===== src/rtl/core/btns_pkg.sv =====
// Shared types, constants and helper functions for the box top-K / NMS selector.
// No dependencies; every btns_* module and the core import it.
`default_nettype none
package btns_pkg;

    localparam int RESULT_CAP = 16;

    localparam logic [1:0] REG_LOGIT_THR = 2'd0;
    localparam logic [1:0] REG_IOU_THR   = 2'd1;
    localparam logic [1:0] REG_INV_W     = 2'd2;
    localparam logic [1:0] REG_INV_H     = 2'd3;

    typedef struct packed {
        logic signed [15:0] logit;
        logic signed [15:0] cx;
        logic signed [15:0] cy;
        logic signed [15:0] w;
        logic signed [15:0] h;
        logic [10:0]        anchor;
    } t_box;

    typedef struct packed {
        logic ins;
        logic pop;
        logic clr;
    } t_chain_ctl;

    function automatic logic [15:0] sig_tab(input logic [4:0] i);
        logic [15:0] v;
        unique case (i)
            5'd0:    v = 16'd32768;
            5'd1:    v = 16'd40793;
            5'd2:    v = 16'd47911;
            5'd3:    v = 16'd53581;
            5'd4:    v = 16'd57724;
            5'd5:    v = 16'd60565;
            5'd6:    v = 16'd62428;
            5'd7:    v = 16'd63615;
            5'd8:    v = 16'd64357;
            5'd9:    v = 16'd64816;
            5'd10:   v = 16'd65097;
            5'd11:   v = 16'd65269;
            5'd12:   v = 16'd65374;
            5'd13:   v = 16'd65438;
            5'd14:   v = 16'd65476;
            5'd15:   v = 16'd65500;
            default: v = 16'd65514;
        endcase
        return v;
    endfunction

    function automatic logic [15:0] logistic(input logic signed [15:0] x);
        logic [15:0] a;
        logic [15:0] lo;
        logic [15:0] hi;
        logic [19:0] prod;
        logic [15:0] p;
        a = x[15] ? 16'(-{x[15], x}) : x;
        if (x == 16'sh8000) begin
            a = 16'hFFFF;
        end
        lo = sig_tab({1'b0, a[10:7]});
        hi = sig_tab(5'({1'b0, a[10:7]} + 5'd1));
        prod = 20'(hi - lo) * 20'(a[6:0]);
        if (a >= 16'd2048) begin
            p = 16'd65514;
        end else begin
            p = lo + 16'(prod >> 7);
        end
        return x[15] ? 16'(17'h10000 - 17'(p)) : p;
    endfunction

    // Q22 value -> rounded, floored Q2.14 with saturation
    function automatic logic signed [15:0] sat_q14(input logic signed [34:0] v);
        logic signed [34:0] t;
        t = (v + 35'sd128) >>> 8;
        if (t > 35'sd32767) begin
            return 16'sd32767;
        end else if (t < -35'sd32768) begin
            return -16'sd32768;
        end else begin
            return t[15:0];
        end
    endfunction

endpackage
`default_nettype wire


===== src/rtl/core/btns_kept_cell.sv =====
// One cell of the sorted top-K chain: holds one box, inserts, shifts and pops.
// Depends on btns_pkg.
`default_nettype none
module btns_kept_cell (
    input  wire logic               i_clk,
    input  wire logic               i_rst_n,
    input  btns_pkg::t_chain_ctl    i_ctl,
    input  btns_pkg::t_box          i_new,
    input  btns_pkg::t_box          i_prev,
    input  wire logic               i_prev_valid,
    input  wire logic               i_prev_beat,
    input  btns_pkg::t_box          i_next,
    input  wire logic               i_next_valid,
    output btns_pkg::t_box          o_box,
    output logic                    o_valid,
    output logic                    o_beat
);
    import btns_pkg::*;

    t_box r_box;
    logic r_valid;

    // new entry goes ahead of this one; equal logit loses (later anchor)
    assign o_beat  = !r_valid || (i_new.logit > r_box.logit);
    assign o_box   = r_box;
    assign o_valid = r_valid;

    always_ff @(posedge i_clk) begin
        if (!i_rst_n) begin
            r_valid <= 1'b0;
        end else if (i_ctl.clr) begin
            r_valid <= 1'b0;
        end else if (i_ctl.pop) begin
            r_valid <= i_next_valid;
            r_box   <= i_next;
        end else if (i_ctl.ins) begin
            if (i_prev_beat) begin
                r_box   <= i_prev;
                r_valid <= i_prev_valid;
            end else if (o_beat) begin
                r_box   <= i_new;
                r_valid <= 1'b1;
            end
        end
    end
endmodule
`default_nettype wire


===== config.mk =====
export PLATFORM = sky130hd
export DESIGN_NAME = btns_kept_cell
export DESIGN_NICKNAME = d
export VERILOG_FILES = /design/src/rtl/core/btns_pkg.sv /design/src/rtl/core/btns_kept_cell.sv
export SDC_FILE = /design/constraint.sdc
export NUM_CORES = 1
export LEC_CHECK = 0
export ABC_CLOCK_PERIOD_IN_PS = 10750
export BUFFER_PORTS_ARGS = -buffer_cell sky130_fd_sc_hd__buf_2
export CAP_MARGIN = 20
export CORE_AREA = 2 2 144 146
export CTS_CLUSTER_SIZE = 28
export DETAILED_ROUTE_END_ITERATION = 8
export DIE_AREA = 0 0 146 148
export SLEW_MARGIN = 40
export SYNTH_ARGS = -nofsm -noshare
export SYNTH_HDL_FRONTEND = slang
export SYNTH_SLANG_ARGS = --single-unit

===== constraint.sdc =====
create_clock -name i_clk -period 10.75 [get_ports i_clk]
set_input_delay 0.5375 -clock i_clk [delete_from_list [all_inputs] [get_ports i_clk]]
set_output_delay 0.5375 -clock i_clk [all_outputs]
set_load 0.05 [all_outputs]

==> impl_metrics.tcl <==
set metrics [dict create \
    status "complete, no violations" \
    ys_seq_area_share_pct 54.2 \
    drv_cap 0 \
    hold_violations 0 \
    cts-root-buf "clkbuf_16" \
    dr.pass1.iters 4 \
    avgViaCountPerCell 4.26 \
    grt_pass1_vias 4569 \
    post-place-cells 1079 \
    fin_area_mm2 0.00755 \
    most-common-layout-cells "buf_2, nand2_1, o21ai_1, mux2i_1, edfxtp_1" \
    vias 4668 \
    crit_arrival_ps 3100 \
    initial_utilization_pct 25.3 \
    rsz0062_at_grt "no" \
    die-width_um 146 \
    met3_length_mm 1.19 \
    core_area_mm2 0.0200 \
    die-area_mm2 0.0216 \
    syn_inst 464 \
    num-nets-final 1117 \
    wl_per_cell_um 14.7 \
    antenna_left 0 \
    drc 0 \
    crit_type "flip-flop to flip-flop" \
    leakagePower_uw 0.00367 \
    final_common_cell "buf_2" \
    dp_hpwl_mm 12.8 \
    seqCellArea_mm2 0.00275 \
    cts-hold-fix-buffers 0 \
    grt_antenna_before_repair 0 \
    fmax_mhz 319 \
    fillCellCount 2046 \
    skew_ps 12.5 \
    n_antenna_cell 0 \
    wirelength_mm 16.1 \
    route.top_layer_used "met4" \
    min_period_ps 3130 \
    worst_slew_pin_slew_ps 754 \
    gp_congestion 0.835 \
    io_buffers 373 \
    cp.required_ps 10720 \
    drtIter0Drc 151 \
    synth_top_area_cell "edfxtp_1" \
    ir_worst_vdd_v 0.0000572 \
    cts_tree "built" \
    instances_no_fill 1095 \
    grt_max_degree 100 \
    relSlewSlack_pct 49.7 \
    crit_fanout 52 \
    num_rows 52 \
    syn_avg_cell_area_um2 10.9 \
    power.density_mw_per_mm2 134 \
    ys_ff_latch 92 \
    synth_fp_nets 761 \
    synth.area.top_cells "edfxtp_1, mux2i_1, o21ai_1" \
    multi_input_area_mm2 0.00214 \
    grt_pass1_wl_mm 24.4 \
    yosys_warnings 0 \
    cp-start-kind "flip-flop" \
    post-route-period-util_pct 29.1 \
    finalSetupTns_ps 0 \
    fp.dieH_um 148 \
    clk_latency_ps 340 \
    synth_top_area_share_pct 53.8 \
    endpoint_kind "flip-flop" \
    grt-ovfl-total 0 \
    postCtsSetupBuffers 0 \
    areaGrowthSynthToFinish_pct 48.9 \
    setup_viol_count_final 0 \
    hp-class "input port to flip-flop" \
    slew_viol_final 0 \
    met1Wirelength_mm 6.59 \
    syn_area_mm2 0.00507 \
    cts_made_buffers 9 \
    post_dp_cell_area_mm2 0.00719 \
    cts_buffer_depth 2 \
    track_usage_pct 14.5 \
    clk_pin_slew_ps 70 \
    post_cts_resize_count 0 \
    num_io_pins 374 \
    h-tree-depth 3 \
    wl_met2_mm 8.01 \
    clock_sinks 92 \
    yosys.cell_types.count 25 \
    drive_above_1_share_pct 47.6 \
]
[final cells by class]
| class | count | area share, % |
|---|---|---|
| repair buffers | 376 | 25.2 |
| clock buffers | 11 | 3.08 |
| multi-input cells | 324 | 28.3 |
| well taps | 270 | 4.47 |
| inverters | 17 | 0.845 |
| clock inverters | 5 | 1.64 |
| flip-flops and latches | 92 | 36.4 |
[stage by stage]
stage / total power (uW) / worst slack, ps / hold WS (ps) / util (%)
final: 1010 / 7620 / 372 / 37.7
after global routing: 1060 / 7390 / 368 / 37.7
after detailed placement: 641 / 7140 / 732 / 35.9
after CTS: 1030 / 7510 / 359 / 37.7
after floorplan: 556 / 5750 / 614 / -
after global placement: 638 / 6780 / 729 / 35.8
[kinds of logic after synthesis]
| group | count (synthesis) | synth area share, % |
|---|---|---|
| and+or+nand+nor | 109 | 8.97 |
| AOI/OAI and AO/OA | 108 | 11.1 |
| DFF | 92 | 54.2 |
| muxes | 91 | 17.9 |
| buffers and inverters | 48 | 3.80 |
| adders and majority gates | 16 | 3.94 |
[state kept, by name (all words and copies together), names as in the netlist]
name,count
o_box,91
o_valid,1
[synthesized netlist by cell type]
cell type / n
mux2i_1: 91
a31oi_2: 1
nor3b_1: 2
nand3b_1: 1
o21ai_0: 2
nor2_1: 4
nand4_2: 1
nand3_1: 1
dfxtp_1: 1
ha_1: 16
a21o_1: 1
buf_2: 10
nand4_1: 1
inv_1: 17
nand2_1: 96
nand2b_1: 2
o22ai_1: 1
o31a_1: 1
o21ai_1: 92
nor4_4: 1
clkbuf_1: 21
a221oi_1: 1
a21oi_1: 8
o2bb2ai_1: 1
edfxtp_1: 91
[critical path, cell delays in order, from the launching register on]
cell and delay (ps):
edfxtp_1 350, inv_1 50, ha_1 300, nand4_1 180, nor4_4 320, a221oi_1 150, a31oi_2 230, o31a_4 500
buf_4 650
[layer usage]
metal  vias to the layer above  track usage (%)
li1                       2388                -
met1                      2052             17.4
met2                       212             25.4
met3                        16             3.43
met4                         0             5.24
met5                         -                0
[worst paths after layout]
kind,from,endpoint,slack [ps],depth (start not counted)
setup / recovery,o_box[86],o_box[34],7620,8
hold / removal,i_ctl[0],o_valid,370,2
setup reg to reg,o_box[86],o_box[34],7620,8
hold reg to reg,o_valid,o_valid,840,4
[power breakdown]
| part | internal [uW] | switching, uW |
|---|---|---|
| Sequential | 417 | 4.54 |
| Clock | 250 | 133 |
| Combinational | 79.9 | 129 |
Note: power is estimated with default switching activity, not from simulation.
