==> src/rtl/core/btns_pkg.sv <==
// Shared types, constants and helper functions for the box top-K / NMS selector.
// No dependencies; every btns_* module and the core import it.
`default_nettype none
package btns_pkg;

    localparam int RESULT_CAP = 16;

    localparam logic [1:0] REG_LOGIT_THR = 2'd0;
    localparam logic [1:0] REG_IOU_THR   = 2'd1;
    localparam logic [1:0] REG_INV_W     = 2'd2;
    localparam logic [1:0] REG_INV_H     = 2'd3;

    typedef struct packed {
        logic signed [15:0] logit;
        logic signed [15:0] cx;
        logic signed [15:0] cy;
        logic signed [15:0] w;
        logic signed [15:0] h;
        logic [10:0]        anchor;
    } t_box;

    typedef struct packed {
        logic ins;
        logic pop;
        logic clr;
    } t_chain_ctl;

    function automatic logic [15:0] sig_tab(input logic [4:0] i);
        logic [15:0] v;
        unique case (i)
            5'd0:    v = 16'd32768;
            5'd1:    v = 16'd40793;
            5'd2:    v = 16'd47911;
            5'd3:    v = 16'd53581;
            5'd4:    v = 16'd57724;
            5'd5:    v = 16'd60565;
            5'd6:    v = 16'd62428;
            5'd7:    v = 16'd63615;
            5'd8:    v = 16'd64357;
            5'd9:    v = 16'd64816;
            5'd10:   v = 16'd65097;
            5'd11:   v = 16'd65269;
            5'd12:   v = 16'd65374;
            5'd13:   v = 16'd65438;
            5'd14:   v = 16'd65476;
            5'd15:   v = 16'd65500;
            default: v = 16'd65514;
        endcase
        return v;
    endfunction

    function automatic logic [15:0] logistic(input logic signed [15:0] x);
        logic [15:0] a;
        logic [15:0] lo;
        logic [15:0] hi;
        logic [19:0] prod;
        logic [15:0] p;
        a = x[15] ? 16'(-{x[15], x}) : x;
        if (x == 16'sh8000) begin
            a = 16'hFFFF;
        end
        lo = sig_tab({1'b0, a[10:7]});
        hi = sig_tab(5'({1'b0, a[10:7]} + 5'd1));
        prod = 20'(hi - lo) * 20'(a[6:0]);
        if (a >= 16'd2048) begin
            p = 16'd65514;
        end else begin
            p = lo + 16'(prod >> 7);
        end
        return x[15] ? 16'(17'h10000 - 17'(p)) : p;
    endfunction

    // Q22 value -> rounded, floored Q2.14 with saturation
    function automatic logic signed [15:0] sat_q14(input logic signed [34:0] v);
        logic signed [34:0] t;
        t = (v + 35'sd128) >>> 8;
        if (t > 35'sd32767) begin
            return 16'sd32767;
        end else if (t < -35'sd32768) begin
            return -16'sd32768;
        end else begin
            return t[15:0];
        end
    endfunction

endpackage
`default_nettype wire

==> src/rtl/core/btns_iou_unit.sv <==
// Pipelined overlap test of two boxes against the IoU threshold, four stages.
// Depends on btns_pkg.
`default_nettype none
module btns_iou_unit (
    input  wire logic           i_clk,
    input  wire logic           i_rst_n,
    input  wire logic           i_valid,
    input  btns_pkg::t_box      i_a,
    input  btns_pkg::t_box      i_b,
    input  wire logic [15:0]    i_thr,
    output logic                o_valid,
    output logic                o_hit,
    output logic                o_busy
);
    import btns_pkg::*;

    logic signed [17:0] al, ar, at, ab, bl, br, bt, bb;
    logic signed [18:0] dw, dh;
    logic [3:0]  r_v;
    logic [17:0] r1_iw, r1_ih;
    logic [14:0] r1_wa, r1_ha, r1_wb, r1_hb;
    logic [35:0] r2_inter;
    logic [29:0] r2_aa, r2_ab;
    logic signed [37:0] n_uni;
    logic [35:0] r3_inter;
    logic [33:0] r3_uni;
    logic        r3_pos;
    logic [35:0] r4_inter;
    logic [49:0] r4_prod;
    logic        r4_pos;

    always_comb begin
        al = (18'(i_a.cx) <<< 1) - 18'(i_a.w);
        ar = (18'(i_a.cx) <<< 1) + 18'(i_a.w);
        at = (18'(i_a.cy) <<< 1) - 18'(i_a.h);
        ab = (18'(i_a.cy) <<< 1) + 18'(i_a.h);
        bl = (18'(i_b.cx) <<< 1) - 18'(i_b.w);
        br = (18'(i_b.cx) <<< 1) + 18'(i_b.w);
        bt = (18'(i_b.cy) <<< 1) - 18'(i_b.h);
        bb = (18'(i_b.cy) <<< 1) + 18'(i_b.h);
        dw = 19'(ar < br ? ar : br) - 19'(al > bl ? al : bl);
        dh = 19'(ab < bb ? ab : bb) - 19'(at > bt ? at : bt);
        n_uni = 38'({r2_aa, 2'b00}) + 38'({r2_ab, 2'b00}) - 38'(r2_inter);
    end

    always_ff @(posedge i_clk) begin
        if (!i_rst_n) begin
            r_v <= '0;
        end else begin
            r_v <= {r_v[2:0], i_valid};
        end
        // kept boxes always have positive size
        r1_iw    <= dw[18] ? 18'd0 : dw[17:0];
        r1_ih    <= dh[18] ? 18'd0 : dh[17:0];
        r1_wa    <= i_a.w[14:0];
        r1_ha    <= i_a.h[14:0];
        r1_wb    <= i_b.w[14:0];
        r1_hb    <= i_b.h[14:0];
        r2_inter <= 36'(r1_iw) * 36'(r1_ih);
        r2_aa    <= 30'(r1_wa) * 30'(r1_ha);
        r2_ab    <= 30'(r1_wb) * 30'(r1_hb);
        r3_inter <= r2_inter;
        r3_pos   <= n_uni > 38'sd0;
        r3_uni   <= n_uni[33:0];
        r4_inter <= r3_inter;
        r4_pos   <= r3_pos;
        r4_prod  <= 50'(i_thr) * 50'(r3_uni);
    end

    assign o_valid = r_v[3];
    assign o_hit   = r4_pos ? ({r4_inter, 16'd0} >= 52'(r4_prod)) : (i_thr == 16'd0);
    assign o_busy  = |r_v;
endmodule
`default_nettype wire

==> config.mk <==
export PLATFORM = sky130hd
export DESIGN_NAME = btns_iou_unit
export DESIGN_NICKNAME = d
export VERILOG_FILES = /design/src/rtl/core/btns_pkg.sv /design/src/rtl/core/btns_iou_unit.sv
export SDC_FILE = /design/constraint.sdc
export NUM_CORES = 2
export LEC_CHECK = 0
export BUFFER_PORTS_ARGS = -buffer_cell sky130_fd_sc_hd__buf_4
export CORE_UTILIZATION = 50
export DETAILED_ROUTE_END_ITERATION = 7
export PLACE_DENSITY_LB_ADDON = 0.1
export SLEW_MARGIN = 20
export SYNTH_ARGS = -nofsm -noshare
export SYNTH_HDL_FRONTEND = slang
export SYNTH_SLANG_ARGS = --single-unit
==> constraint.sdc <==
create_clock -name i_clk -period 8.6 [get_ports i_clk]
set_input_delay 1.29 -clock i_clk [delete_from_list [all_inputs] [get_ports i_clk]]
set_output_delay 1.29 -clock i_clk [all_outputs]
set_load 0.05 [all_outputs]
==> run summary <==
Count leader, synth - inv_1
Rows - 129
Routed wire length - 157,000 um
Clock latency on the worst-skew pair - 0.58 ns
Busiest layer in global routing - met2
Synth top area cells - fa_1, ha_1, dfxtp_1
Die width - 356 um
Nets - 9,163
Worst-path clk slew - 0.07 ns
Worst Setup End Kind - register
CTS buffer count - 42
Most used DFF post-synth - dfxtp_1
First-pass GRT wire length - 258,000 um
Setup Crit Path Kind - primary input to register
EDFF count, synth - 0
Global routing met2 resource utilization - 44.3%
Instance count on the critical path - 36
Peak Freq - 125 MHz
Crit-path leading delay family - compound AO/OA/AOI/OAI gates
Mapped Avg Cell Area - 8.76 um^2
Hold buffer count at CTS - 0
Worst EP arrival - 8.45 ns
CP most frequent cell - a21oi_1
Drt first pass iters - 8
WP data required - 9.07 ns
Total GRT Usage - 25.7%
Area Overhead vs Synth - 7.08%
Util after Layout - 54.1%
Post-Synthesis Cells - 7,131
Register area - 7070 um^2
Port buffer count - 149
# H-tree levels - 2
Initial core utilization - 50.5%
Syn_nets - 9,126
Worst path bufs/invs - 6
GPL Wtd Cong - 0.885
Setup crit start kind - primary input
Least-Margin Pin Slew - 1.05 ns
TritonCTS sink count - 353
Netlist cell types - 105
Layout Skew - 0.0327 ns
Max Root-Sink Buffers - 3
Period utilization - 92.8%
Slew Limit Headroom - 29.8%
Synth top cells by count - inv_1, fa_1, nand2_1
Grt met3 use - 2.41%
Vias in the first global route - 48,900
#FFs+latches synth - 353
Seq/Total Area, Yosys - 11.3%
Initial antenna violation count - 6
Core Region - 124,000 um^2
Routed Antenna Nets - 0
Layout cells sized above 1 - 5.54%
Clock root buffer - clkbuf_16
Hold Vio Cnt, Final - 0
Smallest hold slack - 0.322 ns
Via/cell ratio - 5.24
Post-synth top area share - 34.5%
Largest net degree at the start of global routing - 36
Yosys warns - 0
Mapped cell area - 62,500 um^2
DRC - 12
Slew Viols, Final - 0
Setup violators final - 0
Failing checks - design-rule violations
Overflow after GRT - 0
Area of the multi-input gates - 48,700 um^2
Final HPWL DP - 130,000 um
Fillcell total - 11,700
Area leader, netlist - fa_1
Die area - 126,000 um^2
Outcome - finished, violations left
Worst Hold Depth - 0
Max-cap violations - 0
Die H - 356 um
CTS tree - done
Met1 Resource Use GR - 34.2%
CP max FO - 15
Min Tclk post-route - 7.98 ns
Final TNS setup - 0 ns
Reg2Reg Depth - 23
Hold Crit Class - register to register
# IOs - 204
Initial DRC Count - 2,456
Async SR Flop Fraction - 0%
Critical path's slowest cell - fa_1
CP max stage delay - 0.46 ns
Routed WL per cell - 17.8 um
Vias - 46,400
-- per-layer routing --
metal	share of wire (%)	up-vias
li1	-	22000
met1	44	23000
met2	48	1107
met3	4.5	214
met4	3.1	0
met5	0	-
-- placed cells by master, fill, tap and decap left out, drive strengths merged, types with 13 or more instances in the layout --
| master | count |
|---|---|
| xor2 | 57 |
| nor2 | 204 |
| a21oi | 248 |
| o21ai | 149 |
| ha | 718 |
| clkbuf | 51 |
| fa | 1076 |
| nand3 | 46 |
| or2 | 22 |
| nor2b | 44 |
| a211oi | 34 |
| and3 | 24 |
| nand2b | 43 |
| and2 | 472 |
| inv | 1547 |
| xnor2 | 206 |
| nand4 | 24 |
| a21boi | 13 |
| mux2i | 64 |
| o21bai | 40 |
| o21a | 34 |
| buf | 251 |
| a31oi | 21 |
| dfxtp | 353 |
| o211ai | 17 |
| nand2 | 997 |
| a2111oi | 16 |
| a21o | 87 |
| nor3 | 89 |
| or3 | 20 |
| nor4 | 20 |
| o31ai | 16 |
-- stage by stage --
stage	area [um^2]	instances	setup slack (ns)
2_1_floorplan	62500	7131	0.561
3_3_place_gp	65400	8758	-0.0282
3_5_place_dp	65400	8758	-0.193
4_1_cts	66900	8834	0.421
5_1_grt	66900	8837	-0.00355
6_report	66900	8839	0.619
-- what timing repair did --
item	CTS	global route
endpoints found under the setup margin	0	33
resized for setup	0	8
buffers inserted	0	3
hold endpoints to repair	0	0
-- path summary, 6_finish.rpt --
kind | to | from | slack, ns
max | r1_iw[8] | i_a[28] | 0.62
min | r4_pos | r3_pos | 0.32
max reg2reg | r2_ab[28] | r1_hb[3] | 1.30
min reg2reg | r4_pos | r3_pos | 0.32
-- state kept, by name, indices dropped and copies added, names as in the netlist --
signal	count
r3_inter	35
r1_hb	15
r1_ih	18
r2_inter	36
r4_prod	50
r_v	4
r4_inter	36
r4_pos	1
r1_wa	15
r2_aa	30
r3_uni	34
r3_pos	1
r1_wb	15
r1_iw	18
r2_ab	30
r1_ha	15
-- logic make-up after synthesis --
kind of cell | count (synthesis) | share of synthesized area [%]
flops | 353 | 11.3
buf+inv | 1800 | 10.9
fa+ha+maj | 1795 | 48.9
mux | 74 | 1.21
compound gates | 799 | 8.48
simple gates | 2047 | 15.6
xor+xnor | 263 | 3.69
-- final cells by class --
class                           instances  share of cell area [%]
Inverter                             1542                    8.65
Timing Repair Buffer                  251                    2.82
Sequential cell                       353                    10.6
Clock inverter                         25                   0.445
Multi-Input combinational cell       4978                    72.7
Antenna cell                            2                 0.00748
Tap cell                             1637                    3.06
Clock buffer                           51                    1.73
Power is not shown: default switching activity piles up to over one toggle a cycle in this logic, so the estimate is an artifact.
